File: src/arw_pkg.sv
package arw_pkg;

  // window length in packet numbers, newest bit is WinSize-1
  localparam int WinSize = 64;
  localparam int IdxW    = $clog2(WinSize);

  localparam int OpW      = 2;
  localparam int PnW      = 64;
  localparam int SeqW     = 32;
  localparam int VerdictW = 3;

  typedef logic [WinSize-1:0] map_t;
  typedef logic [IdxW-1:0]    idx_t;
  typedef logic [PnW-1:0]     pn_t;
  typedef logic [SeqW-1:0]    seq_t;

  // request operations
  typedef enum logic [OpW-1:0] {
    OpCheck  = 2'd0,
    OpCommit = 2'd1,
    OpClear  = 2'd2
  } op_t;

  // result verdicts
  typedef enum logic [VerdictW-1:0] {
    VNew      = 3'd0,
    VInside   = 3'd1,
    VMismatch = 3'd2,
    VSeen     = 3'd3,
    VOld      = 3'd4
  } verdict_t;

  // request held in the input register
  typedef struct packed {
    logic [OpW-1:0] op;
    pn_t            packet_number;
    seq_t           wire_seq;
  } req_t;

  // result held in the output register
  typedef struct packed {
    logic [VerdictW-1:0] verdict;
    pn_t                 highest_seen;
  } res_t;

endpackage

File: src/arw_if.sv
interface arw_in_if;
  logic                          valid;
  logic                          ready;
  logic [arw_pkg::OpW-1:0]       op;
  logic [arw_pkg::PnW-1:0]       packet_number;
  logic [arw_pkg::SeqW-1:0]      wire_seq;

  modport source (output valid, output op, output packet_number, output wire_seq,
                  input ready);
  modport sink   (input valid, input op, input packet_number, input wire_seq,
                  output ready);
endinterface

interface arw_out_if;
  logic                          valid;
  logic                          ready;
  logic [arw_pkg::VerdictW-1:0]  verdict;
  logic [arw_pkg::PnW-1:0]       highest_seen;

  modport source (output valid, output verdict, output highest_seen, input ready);
  modport sink   (input valid, input verdict, input highest_seen, output ready);
endinterface

File: src/arw_core.sv
module arw_core (
  input  logic              clk,
  input  logic              rst_n,
  input  logic              step,
  input  arw_pkg::req_t     req,
  output arw_pkg::res_t     res
);

  localparam arw_pkg::map_t NewestBit = {1'b1, {(arw_pkg::WinSize-1){1'b0}}};

  arw_pkg::pn_t  hp_r, hp_nxt;
  arw_pkg::map_t map_r, map_nxt;

  arw_pkg::pn_t  lag;
  arw_pkg::pn_t  jump;
  logic          above;
  logic          in_win;
  arw_pkg::idx_t pos;
  logic          marked;
  logic [arw_pkg::VerdictW-1:0] win_verdict;
  logic [arw_pkg::VerdictW-1:0] verdict;
  arw_pkg::map_t map_set;

  // distance of the packet number from the window head
  assign above  = req.packet_number > hp_r;
  assign lag    = hp_r - req.packet_number;
  assign jump   = req.packet_number - hp_r;
  assign in_win = (req.packet_number != '0) && !above &&
                  (lag < arw_pkg::PnW'(arw_pkg::WinSize));
  assign pos    = arw_pkg::IdxW'(arw_pkg::WinSize - 1) - lag[arw_pkg::IdxW-1:0];
  assign marked = in_win && map_r[pos];

  // verdict against the window, sequence match assumed
  always_comb begin
    if (above) begin
      win_verdict = arw_pkg::VNew;
    end else if (in_win) begin
      win_verdict = marked ? arw_pkg::VSeen : arw_pkg::VInside;
    end else begin
      win_verdict = arw_pkg::VOld;
    end
  end

  // bitmap with the in-window bit marked
  always_comb begin
    map_set = map_r;
    if (in_win) begin
      map_set[pos] = 1'b1;
    end
  end

  // decision and next window state
  always_comb begin
    verdict = arw_pkg::VNew;
    hp_nxt  = hp_r;
    map_nxt = map_r;
    case (req.op)
      arw_pkg::OpCheck: begin
        if (req.packet_number[arw_pkg::SeqW-1:0] != req.wire_seq) begin
          verdict = arw_pkg::VMismatch;
        end else begin
          verdict = win_verdict;
        end
      end
      arw_pkg::OpCommit: begin
        verdict = win_verdict;
        if (win_verdict == arw_pkg::VNew) begin
          hp_nxt = req.packet_number;
          if (jump >= arw_pkg::PnW'(arw_pkg::WinSize)) begin
            map_nxt = NewestBit;
          end else begin
            map_nxt = (map_r >> jump[arw_pkg::IdxW-1:0]) | NewestBit;
          end
        end else if (win_verdict == arw_pkg::VInside) begin
          map_nxt = map_set;
        end
      end
      arw_pkg::OpClear: begin
        hp_nxt  = '0;
        map_nxt = '0;
      end
      default: begin
        verdict = arw_pkg::VNew;
      end
    endcase
  end

  assign res.verdict      = verdict;
  assign res.highest_seen = hp_nxt;

  // window state
  always_ff @(posedge clk) begin
    if (!rst_n) begin
      hp_r  <= '0;
      map_r <= '0;
    end else if (step) begin
      hp_r  <= hp_nxt;
      map_r <= map_nxt;
    end
  end

  // a clear empties the window
  a_clear: assert property (@(posedge clk) disable iff (!rst_n)
    step && (req.op == arw_pkg::OpClear) |=> (hp_r == '0) && (map_r == '0))
    else $error("window not empty after clear");

  // state only moves on a request
  a_hold: assert property (@(posedge clk) disable iff (!rst_n)
    !step |=> $stable(hp_r) && $stable(map_r))
    else $error("window state moved without a request");

  // a nonzero head always has its own bit marked
  a_head: assert property (@(posedge clk) disable iff (!rst_n)
    (hp_r != '0) |-> map_r[arw_pkg::WinSize-1])
    else $error("newest bit missing for committed head");

  // a commit never reports a sequence mismatch
  a_commit: assert property (@(posedge clk) disable iff (!rst_n)
    step && (req.op == arw_pkg::OpCommit) |-> (verdict != arw_pkg::VMismatch))
    else $error("commit reported sequence mismatch");

endmodule

File: src/anti_replay_window.sv
// Anti-replay window for one security association. Each request (check, commit
// or clear) gives exactly one result, in order. One request is taken every
// cycle while the output is not stalled; a request passes from the input
// register, where the decision logic compares the packet number with the
// window head, looks up or shifts the bitmap and updates the state, to the
// output register, where its result is presented until it is taken.
// A stalled result holds its request and every later one until it is taken.
// The output register lets a new request in while a result waits to be taken.
// Send a commit only after the packet has passed authentication.
module anti_replay_window (
  input  logic           clk,
  input  logic           rst_n,
  arw_in_if.sink         in_ch,
  arw_out_if.source      out_ch
);

  logic          s1_valid_r;
  arw_pkg::req_t s1_req_r;
  logic          out_valid_r;
  arw_pkg::res_t out_res_r;

  logic          out_free;
  logic          s1_go;
  logic          in_fire;
  arw_pkg::res_t res;

  // handshake control
  assign out_free    = !out_valid_r || out_ch.ready;
  assign s1_go       = s1_valid_r && out_free;
  assign in_ch.ready = !s1_valid_r || out_free;
  assign in_fire     = in_ch.valid && in_ch.ready;

  // window decision and state
  arw_core u_core (
    .clk   (clk),
    .rst_n (rst_n),
    .step  (s1_go),
    .req   (s1_req_r),
    .res   (res)
  );

  // valid flags
  always_ff @(posedge clk) begin
    if (!rst_n) begin
      s1_valid_r  <= 1'b0;
      out_valid_r <= 1'b0;
    end else begin
      if (in_ch.ready) begin
        s1_valid_r <= in_ch.valid;
      end
      if (out_free) begin
        out_valid_r <= s1_valid_r;
      end
    end
  end

  // input and output payload registers
  always_ff @(posedge clk) begin
    if (in_fire) begin
      s1_req_r.op            <= in_ch.op;
      s1_req_r.packet_number <= in_ch.packet_number;
      s1_req_r.wire_seq      <= in_ch.wire_seq;
    end
    if (s1_go) begin
      out_res_r <= res;
    end
  end

  assign out_ch.valid        = out_valid_r;
  assign out_ch.verdict      = out_res_r.verdict;
  assign out_ch.highest_seen = out_res_r.highest_seen;

endmodule
File: src/flat_wrapper.sv
// flat-port wrapper written by rule: the top's interface ports become plain ports
module anti_replay_window_flat 
  (clk, rst_n, in_ch_valid, in_ch_op, in_ch_packet_number, in_ch_wire_seq, in_ch_ready, out_ch_valid, out_ch_verdict, out_ch_highest_seen, out_ch_ready);
  arw_in_if in_ch_i ();
  arw_out_if out_ch_i ();
  input  logic clk;
  input  logic rst_n;
  input wire logic [$bits(in_ch_i.valid)-1:0] in_ch_valid;
  input wire logic [$bits(in_ch_i.op)-1:0] in_ch_op;
  input wire logic [$bits(in_ch_i.packet_number)-1:0] in_ch_packet_number;
  input wire logic [$bits(in_ch_i.wire_seq)-1:0] in_ch_wire_seq;
  output wire logic [$bits(in_ch_i.ready)-1:0] in_ch_ready;
  output wire logic [$bits(out_ch_i.valid)-1:0] out_ch_valid;
  output wire logic [$bits(out_ch_i.verdict)-1:0] out_ch_verdict;
  output wire logic [$bits(out_ch_i.highest_seen)-1:0] out_ch_highest_seen;
  input wire logic [$bits(out_ch_i.ready)-1:0] out_ch_ready;
  assign in_ch_i.valid = in_ch_valid;
  assign in_ch_i.op = in_ch_op;
  assign in_ch_i.packet_number = in_ch_packet_number;
  assign in_ch_i.wire_seq = in_ch_wire_seq;
  assign in_ch_ready = in_ch_i.ready;
  assign out_ch_valid = out_ch_i.valid;
  assign out_ch_verdict = out_ch_i.verdict;
  assign out_ch_highest_seen = out_ch_i.highest_seen;
  assign out_ch_i.ready = out_ch_ready;
  anti_replay_window u_core (.clk(clk), .rst_n(rst_n), .in_ch(in_ch_i), .out_ch(out_ch_i));
endmodule
File: config.mk
export PLATFORM = sky130hd
export DESIGN_NAME = anti_replay_window_flat
export DESIGN_NICKNAME = d
export VERILOG_FILES = /design/src/arw_pkg.sv /design/src/arw_if.sv /design/src/arw_core.sv /design/src/anti_replay_window.sv /design/src/flat_wrapper.sv
export SDC_FILE = /design/constraint.sdc
export NUM_CORES = 1
export LEC_CHECK = 0
export BUFFER_PORTS_ARGS = -buffer_cell sky130_fd_sc_hd__buf_2
export CORE_MARGIN = 8
export CORE_UTILIZATION = 40
export DETAILED_ROUTE_END_ITERATION = 12
export GPL_ROUTABILITY_DRIVEN = 0
export MAX_ROUTING_LAYER = met4
export PLACE_DENSITY = 0.57
export SYNTH_ARGS = -nofsm -noshare
export SYNTH_HDL_FRONTEND = slang
export SYNTH_SLANG_ARGS = --single-unit
File: constraint.sdc
create_clock -name clk -period 5.3 [get_ports clk]
set_input_delay 0.53 -clock clk [delete_from_list [all_inputs] [get_ports clk]]
set_output_delay 0.53 -clock clk [all_outputs]
set_load 0.01 [all_outputs]
==> qor.txt <==
Yosys Warn Count - 0
Detailed-route DRC error count - 0
Placed insts - 4065
CP Data Required Time - 5.74 ns
Clock transition at path regs - 0.06 ns
Crit path buffers/inverters - 2
Pre-CTS WS - -0.0113 ns
Hold Crit Class - in2reg
# rows - 92
Final net count - 3496
Final Max Tran Viols - 0
Max Cap Viol - 0
Die Y - 269 µm
Final worst path period need - 5.34 ns
First-pass GRT wire length - 161 mm
WP depth - 15
Seq cells post-synth - 295
Post-synth top area cell - edfxtp_1
EDFF count, synth - 165
Power per standard cell area - 232 mW/mm²
Worst slew margin - 17.8%
Detail Placement HPWL - 81.8 mm
Leak pwr - 11.0 nW
Failing checks - setup timing
GR Util All Layers - 29.6%
IO buf count - 170
Sink Count - 295
Area grow syn2layout - 13.9%
Post-route cell area - 0.0292 mm²
CTS buffer count - 35
Number of global-route vias before repair - 26246
Arrival @ worst endpoint - 5.79 ns
Register area share after synthesis - 29.5%
Syn_area_per_cell - 8.19 µm²
Final Non-Filler Cells - 4140
Synth area leaders - edfxtp_1 19%, dfxtp_1 10%, mux2i_1 7.9%
Setup_tns - -0.595 ns
Worst Tran Pin Value - 1.22 ns
Post-synth cell types - 94
Total grt overflow - 0
Initial cell density of the core - 40.5%
Reg2reg path depth - 15
Commonest register cell after synthesis - edfxtp_1
Top cell type's share of synthesized area - 19.4%
Highest clock rate - 0.187 GHz
Placed Area - 0.0278 mm²
Status - complete, but fails checks
Most frequent cells in the layout - 292 x nand2_1, 283 x a21oi_1, 201 x mux2i_1
R2R setup slack - -0.04 ns
CP max stage cell - a2111oi_0
Wire per inst - 26.0 µm
Reg2reg end - u_core.u_core.map_r[18]
Async SR Flop Fraction - 0%
Root buffer selected by CTS - clkbuf_16
Final Total Pwr - 0.00678 W
DR vias - 27103
DIE AREA - 0.0723 mm²
Synth Instances - 3126
Hold Buf Count CTS - 0
H-tree depth - 2
Worst VDD drop - 241 µV
Final ANT Viol Nets - 0
Reg-to-reg startpoint - u_core.s1_req_r[54]
Crit-path max cell delay - 0.73 ns
Clock skew - 0.0368 ns
CTS tree - done
Crit path kind - reg2reg
Fin worst setup slack - -0.0424 ns
I/O pin count - 171
CTS max path bufs - 3
Crit path from - u_core.s1_req_r[54]
Share of post-route cells with drive strength above 1 - 14.0%
First DRT Iteration DRCs - 3738
CP delay by family, top - compound AO/OA/AOI/OAI gates
Final WL - 108 mm
Pre-Repair DR Iteration Count - 8
CP Capture Type - flop
Crit path capture - u_core.u_core.map_r[18]
Syn Nets - 3360
Vias per inst - 6.55
Die width - 269 µm
Final setup vio count - 26
CP max FO - 30
Worst skew pair latency - 0.59 ns
Antenna violations before repair - 6
Post-Syn Area - 0.0256 mm²
Worst path cell trace - ha_1 -> a21oi_1 -> o21ai_0 -> a21oi_1 -> o211a_1 -> o211ai_1 -> a2111oi_0 -> buf_4 -> nand4b_1 -> a211oi_1 -> nand3_1 -> o31a_1 -> a22o_1 -> buf_12 -> a22o_1
Final-report hold violation count - 0
Commonest non-fill, non-tap cell in the layout - nand2_1
Largest net degree at the start of global routing - 73
Core ar. - 0.0632 mm²
Final worst-path cycle share - 101%
Crit start category - flop
power by group:
part / switching, W / internal [W]
Combinational: 0.00123 / 0.000575
Clock: 0.00102 / 0.00138
Sequential: 0.0000618 / 0.00251
registers in the layout (all words and copies together) (netlist names):
name                        cells
u_core.out_ch.valid             1
u_core.out_ch.highest_seen     64
u_core.u_core.hp_r             64
u_core.u_core.map_r            64
u_core.s1_req_r                98
u_core.s1_valid_r               1
u_core.out_ch.verdict           3
worst min-delay path by stage:
stage	start	to	slack (ns)	cells after the start
6_report	in_ch_packet_number[55]	u_core.s1_req_r[87]	0.12	1
5_1_grt	in_ch_wire_seq[11]	u_core.s1_req_r[11]	0.1	1
4_1_cts	in_ch_packet_number[55]	u_core.s1_req_r[87]	0.11	1
3_5_place_dp	u_core.u_core.map_r[0]	u_core.u_core.map_r[0]	0.47	2
3_3_place_gp	u_core.u_core.map_r[0]	u_core.u_core.map_r[0]	0.47	2
2_1_floorplan	u_core.u_core.map_r[0]	u_core.u_core.map_r[0]	0.45	2
through the flow:
step | hold WS (ns) | utilization, %
floorplan | 0.447 | -
global placement | 0.472 | 44.0
detailed placement | 0.474 | 44.0
CTS | 0.107 | 45.8
global route | 0.0984 | 46.1
finish | 0.123 | 46.1
metal layers:
| layer | global-route usage, % | vias up | share of wire (%) |
|---|---|---|---|
| met4 | 15.4 | 0 | 6.7 |
| met1 | 34.3 | 12801 | 38 |
| met2 | 45.7 | 1761 | 45 |
| li1 | - | 12011 | - |
| met5 | - | - | 0 |
| met3 | 9.47 | 530 | 11 |
logic make-up after synthesis:
logic type | synth area share [%]
buffers and inverters | 5.81
DFF | 29.5
adders and majority gates | 6.51
xor gates and xnor gates | 3.59
muxes | 8.52
and+or+nand+nor | 20.0
AOI/OAI and AO/OA | 26.0
final cells by class:
class / count / area [µm²]
Antenna cell: 5 / 12.5
Inverter: 161 / 604
Fill cell: 6230 / 34000
Sequential cell: 295 / 7560
Tap cell: 846 / 1060
Timing Repair Buffer: 306 / 1970
Clock buffer: 49 / 958
Clock inverter: 15 / 168
Multi-Input combinational cell: 2463 / 16800
cell usage after synthesis, drive strengths merged (20+ instances only):
| library cell | n |
|---|---|
| a31oi | 29 |
| ha | 130 |
| nand4 | 86 |
| nand2 | 293 |
| dfxtp | 130 |
| a21o | 27 |
| nor4 | 75 |
| mux2i | 201 |
| a22o | 127 |
| a211oi | 35 |
| a22oi | 26 |
| and3 | 30 |
| a21oi | 297 |
| nor2 | 178 |
| o21ai | 215 |
| and4 | 27 |
| o22ai | 29 |
| xnor2 | 40 |
| and2 | 20 |
| nand3 | 73 |
| xor2 | 65 |
| o31ai | 41 |
| o21a | 21 |
| nor3 | 53 |
| inv | 159 |
| clkbuf | 132 |
| nand2b | 42 |
| buf | 75 |
| nor2b | 74 |
| edfxtp | 165 |
repair_timing:
action	in CTS	in global routing
pin swaps	0	3
gates resized for setup	1	41
endpoints found under the setup margin	3	67
buffers inserted	0	5
cloned	0	0
(Power assumes the default switching activity.)
